--- config.mk ---
export PLATFORM = sky130hd
export DESIGN_NAME = ptu_mul
export DESIGN_NICKNAME = d
export VERILOG_FILES = /design/src/rtl/core/ptu_mul.sv
export SDC_FILE = /design/constraint.sdc
export NUM_CORES = 2
export LEC_CHECK = 0
export BUFFER_PORTS_ARGS = -buffer_cell sky130_fd_sc_hd__clkbuf_2
export CORE_AREA = 2 2 338 340
export DETAILED_ROUTE_END_ITERATION = 6
export DIE_AREA = 0 0 340 342
export GPL_ROUTABILITY_DRIVEN = 1
export HOLD_SLACK_MARGIN = 0.02
export PLACE_DENSITY_LB_ADDON = 0.05
export SLEW_MARGIN = 10
export SYNTH_ARGS = -nofsm -noshare
export SYNTH_HDL_FRONTEND = slang
export SYNTH_SLANG_ARGS = --single-unit
--- constraint.sdc ---
create_clock -name i_clk -period 20.4 [get_ports i_clk]
set_input_delay 1.02 -clock i_clk [delete_from_list [all_inputs] [get_ports i_clk]]
set_output_delay 1.02 -clock i_clk [all_outputs]
set_load 0.02 [all_outputs]
--- src/rtl/core/ptu_mul.sv ---
`default_nettype none
// 64x64 multiply, one 32x32 partial product per cycle
module ptu_mul (
    input  wire logic         i_clk,
    input  wire logic         i_rst_n,
    input  wire logic         i_start,
    input  wire logic [63:0]  i_a,
    input  wire logic [63:0]  i_b,
    output logic              o_done,
    output logic [127:0]      o_p
);
    logic [2:0]   r_step, n_step;
    logic [63:0]  r_a, r_b;
    logic [127:0] r_acc, n_acc;
    logic [31:0]  w_x, w_y;
    logic [63:0]  w_pp;
    logic [127:0] w_sh;

    always_comb begin
        w_x = r_a[31:0];
        w_y = r_b[31:0];
        w_sh = '0;
        case (r_step)
            3'd1: begin w_x = r_a[31:0];  w_y = r_b[31:0];  end
            3'd2: begin w_x = r_a[31:0];  w_y = r_b[63:32]; end
            3'd3: begin w_x = r_a[63:32]; w_y = r_b[31:0];  end
            3'd4: begin w_x = r_a[63:32]; w_y = r_b[63:32]; end
            default: begin w_x = r_a[31:0]; w_y = r_b[31:0]; end
        endcase
        w_pp = {32'd0, w_x} * {32'd0, w_y};
        case (r_step)
            3'd1: w_sh = {64'd0, w_pp};
            3'd2, 3'd3: w_sh = {32'd0, w_pp, 32'd0};
            3'd4: w_sh = {w_pp, 64'd0};
            default: w_sh = '0;
        endcase
        n_acc = r_acc + w_sh;
        n_step = r_step;
        if (i_start) n_step = 3'd1;
        else if (r_step != 3'd0) n_step = (r_step == 3'd4) ? 3'd0 : r_step + 3'd1;
    end

    always_ff @(posedge i_clk) begin
        if (!i_rst_n) begin
            r_step <= 3'd0;
            o_done <= 1'b0;
        end else begin
            r_step <= n_step;
            o_done <= (r_step == 3'd4);
        end
        if (i_start) begin
            r_a <= i_a;
            r_b <= i_b;
            r_acc <= '0;
        end else if (r_step != 3'd0) begin
            r_acc <= n_acc;
        end
    end
    assign o_p = r_acc;
endmodule
`default_nettype wire

* After elaboration in Yosys (flattened, before gate mapping)
Cells that the tools add are included.
Cells by class: add/sub/neg operators 2, multiply operators 1, eq/ne operators 4, multiplexer cells 6, bitwise gates (word level) 1, reduce and logical (&&, ||, !) cells 6
Operators with widths (count):
- $pmux W128 S3 | 1
- $add A128 B128 Y128 | 1
- $mul A32 B32 Y64 | 1
- $mux W32 | 2
- $reduce_or A2 Y1 | 4
- $eq A3 B2 Y1 const B | 2
- $add A3 B1 Y3 const B | 1
- $eq A3 B1 Y1 const B | 1
- $eq A3 B3 Y1 const B | 1
- $mux W3 | 1
- $reduce_bool A3 Y1 | 1
- $mux W1 | 2
- $reduce_bool A2 Y1 | 1
- $not A1 Y1 | 1
Storage, ports and cells: flip-flop bits (word level) 260, input port bits 131, logic and storage cells 26

* Logic depth before layout (Yosys ltp)
word-level depth 6, mapped depth 53

* Worst setup path before layout
OpenSTA, ideal clock, no wires.
path kind reg-to-reg, start register r_step[0], end register r_acc[120], in the netlist o_p[120], setup time 0.129 ns, arrival time 12.275 ns, data required time 20.271 ns, setup slack 7.996 ns, stages on the path, launching flop included 48, path buffers 4, period minus slack after synthesis 12.404 ns, cell sequence dfxtp_1 > inv_1 > ha_1 > clkbuf_1 > and2_1 > clkbuf_1 > nor2_1 > clkbuf_1 > mux2i_1 > clkbuf_1 > nor2_1 > fa_1 > fa_1 > fa_1 > inv_1 > fa_1 > inv_1 > fa_1 > [12 not listed] > o2bb2ai_1 > a2111oi_0 > o211ai_1 > o211ai_1 > xor2_1 > o22ai_1 > ha_1 > nand4_1 > or3_1 > nor2b_1 > a2bb2oi_1 > a211o_1 > o221ai_1 > a41oi_1 > o311a_1 > a31oi_1 > xnor2_1 > o21ai_0
On the way: word-level cells in the longest chain between the ends 6, elaborated cells on any way between the ends 13, those cells by class add/sub: 1; mul: 1; eq/ne: 4; mux: 3; reduce/logical: 4
Ends and longest elaborated chain:
- start: declaration | RTL line 12 | logic [2:0] r_step, n_step;
- start signal: assignment | RTL line 48 | r_step <= n_step;
- $eq A3 B3 Y1 / $eq A3 B2 Y1 (equally long branches) | RTL line 23, 31
- $reduce_or A2 Y1 (no line)
- $mux W32 | RTL line 23 | case (r_step)
- $mul A32 B32 Y64 | RTL line 30 | w_pp = {32'd0, w_x} * {32'd0, w_y};
- $pmux W128 S3 | RTL line 31 | case (r_step)
- $add A128 B128 Y128 | RTL line 37 | n_acc = r_acc + w_sh;
- end signal: assignment | RTL line 56 | r_acc <= n_acc;
- end: declaration | RTL line 14 | logic [127:0] r_acc, n_acc;
Parallel ways exist; a longest one is shown, timed or not. A chain may end at the register's enable or synchronous reset.

* Worst setup path after layout
start register r_step[0], end register r_acc[116], in the netlist o_p[116]
Same word-level chain as after synthesis.

==> metrics.txt <==
crit-path max cell delay=0.86 ns; CP Class=reg -> reg; cts repair resizes=0; hpwl dp=159 mm; Clock Tree Buf Depth=3; status=completed; Synthesis Warnings=0; Area growth syn-to-layout=8.35%; number of remaining DRC errors=0; Final Core Density=0.483; synthesized cell area=50,400 sq um; max cap viols=0; I/O pin cnt=260; Skew-Pair Late Insertion Delay=0.64 ns; Syn Inst Count=5,840; Crit path max-delay family=compound AO/OA/AOI/OAI gates; ranking of synthesized cells by area=fa_1, ha_1, edfxtp_1; Avg Inst Size Synth=8.63 sq um; worst r2r src=r_step[0]$_SDFFE_PN0P_; H-tree depth=2; Post-Route WL=198 mm; DRT Pass-1 Iters=5; clk_skew=0.0337 ns; Routed Antenna Nets=0; filler cell count=11,200; setup_tns=0 ns; setup bufs post-CTS=0; 1st-iter DRT viols=3,900; complex-gate fraction of the synthesized area=0.117; number of port buffers=259; fin crit period=16.06 ns; Critical Path Most Common Cell=fa_1; GR Util All Layers=0.344; HP Start=o_p[37]$_SDFFE_PP0P_; post-synth cell types=87; critical-path maximum fanout=54; Initial Util=0.445; Data arrival, critical path=16.55 ns; Cell Rows=124; CTS tree=done; Final Net Count=7,347; first-pass GRT wire length=294 mm; period utilization=0.787; DR WL/cell=26.5 um; post-synthesis adder-cell area fraction=0.455; die area=116,000 sq um; Fin. Hold Viols=0; initial antenna violation count=5; critical path startpoint=r_step[0]$_SDFFE_PN0P_; most frequent cells in the layout=inv_1, fa_1, nor2_1, nand2_1, ha_1; Rel. slew slack=0.0991; sequential fraction of the synthesis area=0.129; pin count of the biggest net entering global routing=65; Die H=342 um; layout cells sized above 1=0.0963; Worst Setup End Kind=flop; Post-synth ARST share=0; Final setup violation count=0; CTS buffer count=37; worst slew pin tran=1.34 ns; Hold Path Class=reg -> reg; CP Buf/Inv Count=7; CP max-delay cell=buf_4; Yosys reg bits=260; clk sink count=260; Post-Synthesis Net Count=7,263; CTS Root Cell=clkbuf_16; startpoint types=flop; Most used DFF post-synth=dfxtp_1; Fmax achieved=62.3 MHz; core box area=113,000 sq um; Synth Area in XOR/XNOR=0.0296; post-synthesis simple-gate area fraction=0.151; largest family of logic cells by synthesized area=adder cells; Overflow after GRT=0; RSZ-0062 raised after global routing=no; Max Transition Viols Final=0; Post-synth EDFFs=128; routability cong.=0.987; commonest non-fill, non-tap cell in the layout=inv_1; Hold-fix buffers, CTS=0; critical path required time=20.89 ns; number of vias per cell=5.72; top cell type's share of synthesized area=0.356; vias=42,700; multiplexer share of the synthesized area=0.0264; Synth area leader=fa_1; vias in the first global route=43,800; Die W=340 um; CTS clk-pin slew, worst paths=0.06 ns
[state kept, by name, summed over array words and instances, names as in the netlist]
| signal | flops |
|---|---|
| o_done | 1 |
| r_b | 64 |
| r_a | 64 |
| o_p | 128 |
| r_step | 3 |
[per-stage QoR]
stage	setup WS (ns)	std cells	hold slack (ns)	area, sq um
2_1_floorplan	8.00	5840	0.463	50400
6_report	4.34	7466	0.475	54600
3_5_place_dp	4.46	7397	0.472	53300
5_1_grt	3.78	7465	0.507	54600
3_3_place_gp	4.62	7397	0.467	53300
4_1_cts	4.42	7465	0.481	54600
[layer usage]
layer  track usage  vias up  share of wire
met2         0.536     1832           0.44
li1              -    18900              -
met3        0.0648      377          0.083
met4         0.143        6          0.050
met1         0.470    21600           0.42
met5             0        -        0.00023
[cell type report]
type                       instances  area [sq um]  area share
clock inverter                    23           278     0.00509
clock buffer                      45           976      0.0179
tap                             1512          1890      0.0347
timing repair buffer             359          2060      0.0377
inverter                         899          3370      0.0618
multi-input combinational       4367         39500       0.724
antenna                            1          2.50   0.0000458
sequential                       260          6490       0.119
[logic make-up (layout without fill, tap and decap cells)]
group	count (synthesis)	after routing
XOR/XNOR	170	170
AO/OA/AOI/OAI	942	942
AND/OR/NAND/NOR	1838	1838
multiplexers	125	125
other	0	1
buffers and inverters	1213	1326
adder cells (fa/ha/maj)	1292	1292
flip-flops	260	260
[worst register-to-register path, delay by kind of cell (launching register included)]
| kind | cells | cell delay (ns) |
|---|---|---|
| DFF | 1 | 0.35 |
| adders and majority gates | 11 | 5.31 |
| and+or+nand+nor | 2 | 0.58 |
| muxes | 1 | 0.41 |
| AOI/OAI and AO/OA | 23 | 6.96 |
| xor gates and xnor gates | 2 | 0.73 |
| buffers and inverters | 7 | 1.56 |
[Yosys cell counts, types with 18 or more instances]
master,count
and2_1,26
o21bai_1,58
o21ai_0,164
a31oi_1,30
mux2_2,62
nand2_1,757
xor2_1,68
nor3_1,38
nand4_1,80
a211oi_1,31
xnor2_1,102
clkbuf_1,266
o21a_1,23
a21o_1,112
nand3_1,30
nor2_1,798
edfxtp_1,128
buf_1,18
ha_1,395
mux2i_1,63
o211ai_1,20
o22ai_1,48
fa_1,897
a21oi_1,327
dfxtp_1,132
inv_1,899
[final timing paths]
path | slack (ns) | to | cells after the start
max | 4.34 | o_p[116]$_SDFFE_PP0P_ | 46
min | 0.47 | o_p[37]$_SDFFE_PP0P_ | 2
max reg2reg | 4.34 | o_p[116]$_SDFFE_PP0P_ | 46
min reg2reg | 0.47 | o_p[37]$_SDFFE_PP0P_ | 2
Power is left out: the tool's default activity adds up to more than one toggle a clock period on the data nets, which glitch-free logic cannot reach.
