===== src/rtl/core/ptu_div.sv =====
`default_nettype none
// restoring 128/64 divide, one quotient bit per cycle, saturating at 2^63-1
module ptu_div (
    input  wire logic         i_clk,
    input  wire logic         i_rst_n,
    input  wire logic         i_start,
    input  wire logic [63:0]  i_hi,
    input  wire logic [63:0]  i_lo,
    input  wire logic [63:0]  i_d,
    output logic              o_done,
    output logic [62:0]       o_q
);
    logic [6:0]  r_cnt;
    logic        r_run, r_sat;
    logic [63:0] r_r, r_lo, r_d, r_q;
    logic [64:0] w_sh;
    logic        w_ge;

    assign w_sh = {r_r, r_lo[63]};
    assign w_ge = w_sh >= {1'b0, r_d};

    always_ff @(posedge i_clk) begin
        if (!i_rst_n) begin
            r_run <= 1'b0;
            o_done <= 1'b0;
        end else begin
            o_done <= 1'b0;
            if (i_start) begin
                r_run <= !((i_d == 64'd0) || (i_hi >= i_d));
                o_done <= (i_d == 64'd0) || (i_hi >= i_d);
            end else if (r_run && r_cnt == 7'd63) begin
                r_run <= 1'b0;
                o_done <= 1'b1;
            end
        end
        if (i_start) begin
            r_r <= i_hi;
            r_lo <= i_lo;
            r_d <= i_d;
            r_q <= '0;
            r_cnt <= '0;
            r_sat <= (i_d == 64'd0) || (i_hi >= i_d);
        end else if (r_run) begin
            r_r <= w_ge ? 64'(w_sh - {1'b0, r_d}) : w_sh[63:0];
            r_lo <= {r_lo[62:0], 1'b0};
            r_q <= {r_q[62:0], w_ge};
            r_cnt <= r_cnt + 7'd1;
        end
    end
    assign o_q = (r_sat || r_q[63]) ? {63{1'b1}} : r_q[62:0];
endmodule
`default_nettype wire


===== config.mk =====
export PLATFORM = sky130hd
export DESIGN_NAME = ptu_div
export DESIGN_NICKNAME = d
export VERILOG_FILES = /design/src/rtl/core/ptu_div.sv
export SDC_FILE = /design/constraint.sdc
export NUM_CORES = 1
export LEC_CHECK = 0
export BUFFER_PORTS_ARGS = -buffer_cell sky130_fd_sc_hd__clkbuf_2
export CAP_MARGIN = 20
export CORE_MARGIN = 4
export CORE_UTILIZATION = 30
export CTS_CLUSTER_SIZE = 30
export DETAILED_ROUTE_END_ITERATION = 10
export SKIP_CTS_REPAIR_TIMING = 1
export SYNTH_ARGS = -nofsm -noshare
export SYNTH_HDL_FRONTEND = slang
export SYNTH_SLANG_ARGS = --single-unit

===== constraint.sdc =====
create_clock -name i_clk -period 3.5 [get_ports i_clk]
set_input_delay 0.35 -clock i_clk [delete_from_list [all_inputs] [get_ports i_clk]]
set_output_delay 0.35 -clock i_clk [all_outputs]
set_load 0.05 [all_outputs]

# After elaboration in Yosys (flattened, before gate mapping)
# Index checks and enable logic that the tools add are counted.
# word_totals
reg_bits	266
latchBits	0
mem_bits_rw	0
rom_bits	0
inputBits	195
out_inout_bits	64
elab_cells	30
memories	0
# classes
add_sub_neg	2
n_mul	0
n_div	0
n_lt_le_gt_ge	2
n_eq_ne	1
n_shift	0
n_mux	10
n_bitwise	0
n_reduce_logical	7
# ops
operator	n
$mux W64	5
$ge A65 B64 Y1	1
$ge A64 B64 Y1	1
$logic_not A64 Y1	1
$sub A64 B64 Y64	1
$mux W63	1
$add A7 B1 Y7 const B	1
$eq A7 B6 Y1 const B	1
$mux W1	4
$reduce_bool A2 Y1	2
$logic_or A1 B1 Y1	2
$logic_and A1 B1 Y1	1
$logic_not A1 Y1	1

# Longest topological paths before layout
# depth
word_depth	4
depth_mapped	16
mapped_depth_nobuf	14

# Least setup slack after synthesis
# No wires, ideal clock.
# synth_timing
path_type	in2reg
start	input port i_start
end	register r_lo[0], enable pin
setup_time_ns	0.433
arrival_ns	2.729
t_required_ns	3.067
slack_ns	0.338
cell_stages	4
cell_sequence	clkbuf_1 > buf_4 > clkbuf_1 > or2_2
# synth_between
elab_chain_cells	1
# synth_rtl
item	line_no	source
start: declaration	6	input wire logic i_start,
$reduce_bool A2 Y1 (no line)	n/a	
end signal: assignment	38	r_lo <= i_lo;
end signal: assignment	45	r_lo <= {r_lo[62:0], 1'b0};
end: declaration	15	logic [63:0] r_r, r_lo, r_d, r_q;
# No other way between the ends.
# A chain may end at the register's enable or synchronous reset.

# Worst setup path after layout
# layout_timing
start	input port i_d[21]
end	register r_run
# layout_between
elab_chain_cells	4
elab_cells_between_ends	5
classes_between	order compare (1); mux (1); reduce/logical (3)
# layout_rtl
item	line_no	source
start: declaration	9	input wire logic [63:0] i_d,
$ge A64 B64 Y1 / $logic_not A64 Y1 (equally long branches)	29	r_run <= !((i_d == 64'd0) || (i_hi >= i_d));
$logic_or A1 B1 Y1 *	29	
$logic_not A1 Y1 *	29	
$mux W1 *	28	if (i_start) begin
end signal: assignment	29	
end: declaration	14	logic r_run, r_sat;
# Mark *: on every way between the ends. The rest lies on a longest branch, timed or not.

==> impl_metrics.py <==
metrics = {
    "worst_setup_path": {
        "cp_common_cell": "a21o_1",
        "rr_endpoint": "r_r[56]",
        "worstReg2RegStart": "r_r[46]",
        "criticalPathCategory": "primary input to flip-flop",
        "end_kind": "flip-flop",
        "reg2regPathDepth": 10,
        "crit_fanout": 3,
        "ff2ff_setup_slack_ns": 0.09,
        "crit_slowest_cell": "a311oi_1",
        "max_stage_delay_ns": 0.77,
        "worstSetupStartpointType": "primary input",
        "cp_data_arrival_time_ns": 3.91,
        "cp.required_ns": 4.00,
        "path_cells": "dlygate4sd3_1, clkbuf_2, inv_1, ha_1, a21o_1, a21o_1, a21oi_1, o21ai_0, nand2_1, a31oi_1, a311oi_1, o211ai_1, a211oi_1, o21a_1",
    },
    "clock_tree": {
        "numCtsBuffers": 34,
        "clock-sinks": 266,
        "htree_levels": 2,
        "cts_tree": "built",
        "insertion_delay_ns": 0.56,
        "cts-root-buf": "clkbuf_16",
        "clockBufferDepth": 3,
        "clk_pin_slew_ns": 0.06,
    },
    "sta": {
        "worstMarginPinSlew_ns": 0.993,
        "fin_crit_sh_pct": 97.4,
        "min_period_ns": 3.41,
        "fmaxAchievable_mhz": 293,
        "fin_skew_ns": 0.0272,
        "hold_viol_final": 0,
        "relSlewSlack_pct": 33.4,
        "setup_viol": 0,
        "slew_viol_final": 0,
    },
    "detailed_routing": {
        "ant_nets": 0,
        "wl_mm": 52.4,
        "dr_total_vias": 14000,
        "wl_per_cell_um": 19.0,
        "drt-initial-drc-count": 929,
        "routed_via_density": 5.05,
        "drc": 0,
        "first_pass_iters": 6,
    },
    "finish": {
        "fillers": 5636,
        "final_cell_mix": "clkbuf_2 (257), edfxtp_1 (193), inv_1 (150)",
        "design_area_mm2": 0.0207,
        "syn_to_final_growth_pct": 20.5,
        "final_common_cell": "clkbuf_2",
        "fin_nets": 2303,
        "drive_gt1_share_pct": 25.0,
        "fin_util_pct": 36.6,
    },
    "hold_path": {
        "whs_endpoint": "r_d[10]",
        "hold_depth": 1,
        "hp-start": "i_d[10]",
        "hold_path.class": "primary input to flip-flop",
    },
    "floorplan": {
        "pin_count": 259,
        "dieArea_mm2": 0.0610,
        "die_x_um": 247,
        "rows": 87,
        "core_area_mm2": 0.0565,
        "start_util_pct": 30.3,
        "die_y_um": 247,
    },
    "yosys": {
        "synthDistinctLibCells": 80,
        "avgSynthCellArea_um2": 9.97,
        "ys_top_cells_by_area": "edfxtp_1 (34%), ha_1 (9.4%), dfxtp_1 (8.5%)",
        "synthArstFlopShare_pct": 0,
        "synth_largest_area_cell": "edfxtp_1",
        "synth-seq-cells": 266,
        "ys_seq_area_share_pct": 42.3,
        "synth_top_area_share_pct": 33.8,
        "synth_edf_count": 193,
        "synth.net_count": 2044,
        "synth_area_mm2": 0.0171,
        "synth_ff_type": "edfxtp_1",
        "ys.warnings.count": 0,
        "synthCells": 1719,
    },
    "pwr": {
        "power.share.clock_pct": 28.4,
        "p_comb_share_pct": 38.7,
        "power_density_mw_per_mm2": 591,
        "switching_power_mw": 4.50,
        "pwr-share-seq_pct": 32.9,
        "ir_worst_vdd_mv": 0.395,
        "p_int_mw": 7.71,
        "power.leakage_nw": 8.94,
        "sw_frac_of_total_pct": 36.9,
    },
    "run": {
        "maxCapViolations": 0,
    },
    "place": {
        "portBuffers": 258,
        "postPlaceCellArea_mm2": 0.0193,
        "dp_hpwl_mm": 39.6,
        "place.gp.congestion": 0.904,
    },
    "global_routing": {
        "gr-usage-all-layers_pct": 16.5,
        "overflow": 0,
        "antenna_found_initial": 4,
        "grt_pass1_vias": 13900,
        "grt_max_degree": 78,
        "grt_pass1_wl_mm": 79.4,
    },
    "outcome": {
        "status": "finished clean",
    },
}
-- sequential cells by signal (all words and copies together) (netlist names) --
| signal | flops |
|---|---|
| o_done | 1 |
| r_cnt | 7 |
| r_d | 64 |
| r_lo | 64 |
| r_q | 64 |
| r_r | 64 |
| r_run | 1 |
| r_sat | 1 |
-- layout make-up --
| class | instances | area (um^2) | share of cell area (%) |
|---|---|---|---|
| Clock buffer | 47 | 971 | 4.70 |
| Multi-Input combinational cell | 1208 | 8940 | 43.3 |
| Tap cell | 756 | 946 | 4.58 |
| Antenna cell | 2 | 5.00 | 0.0242 |
| Inverter | 151 | 567 | 2.74 |
| Timing Repair Buffer | 317 | 1850 | 8.93 |
| Clock inverter | 15 | 129 | 0.624 |
| Sequential cell | 266 | 7260 | 35.1 |
-- metrics by stage --
step                worst slack (ns)  hold slack (ns)  setup TNS (ns)  instances  power [mW]
floorplan                      0.338            0.449               0       1719        7.42
global placement              -0.376            0.469          -0.944       2687        8.59
detailed placement            -0.414            0.491           -1.03       2687        8.63
CTS                          -0.0946          -0.0344          -0.148       2749        12.2
global route                 -0.0528          0.00160          -0.158       2760        12.9
finish                        0.0913           0.0191               0       2762        12.2
-- metal layers --
layer,GRT usage [%],part of all wire [%],wire (um),up-vias
met1,21.1,43,22700,6700
met3,3.27,5.7,3000,99
met2,27.4,47,24800,363
met5,0,0.061,32,-
li1,-,-,-,6784
met4,6.67,3.5,1850,4
-- cell usage after synthesis, types with 6 or more instances --
cell,n
clkbuf_1,46
edfxtp_1,193
xnor2_1,29
or3_1,68
a221o_1,9
and3_1,14
buf_2,26
buf_4,8
nor2_1,136
o21a_1,23
nand4_1,37
nand2b_1,10
nor3_1,13
xor2_1,31
mux2i_1,69
o21ai_0,49
o21ai_1,40
nand2_1,108
a21oi_1,114
a21o_1,60
o211ai_1,9
dfxtp_1,73
nand3_1,14
nor4_1,23
buf_1,8
inv_1,151
nor2b_1,8
a221oi_1,7
o21bai_1,17
ha_1,129
mux2_2,84
a211oi_1,14
buf_6,6
a31oi_1,6
-- worst max-delay path by stage --
stage,from,endpoint
floorplan,i_start,r_lo[0]
global placement,i_d[0],r_run
detailed placement,i_d[0],r_run
CTS,r_lo[63],r_r[54]
global route,r_r[30],r_r[56]
finish,i_d[21],r_run
-- logic make-up (layout without fill, tap and decap cells) --
family	Yosys count	in the layout	synth area share, %
flip-flops	266	266	42.3
XOR/XNOR	60	60	3.07
AND/OR/NAND/NOR	461	461	13.4
AO/OA/AOI/OAI	403	403	16.1
other	0	2	0
buffers and inverters	245	530	5.99
multiplexers	154	154	9.64
adder cells (fa/ha/maj)	130	130	9.53
-- critical path: cells and delay by family --
family,cells,cell delay (ns)
AO/OA/AOI/OAI,9,2.42
buffers and inverters,3,0.71
AND/OR/NAND/NOR,1,0.11
adder cells (fa/ha/maj),1,0.30
-- power groups by stage --
| stage | sequential, mW | combinational, mW | clock [mW] |
|---|---|---|---|
| final | 4.01 | 4.73 | 3.47 |
| after global routing | 4.05 | 5.18 | 3.70 |
| after floorplan | 4.02 | 3.41 | 0 |
| after detailed placement | 4.07 | 4.56 | 0 |
| after global placement | 4.07 | 4.52 | 0 |
| after CTS | 4.02 | 4.59 | 3.59 |
(Power assumes the default switching activity.)
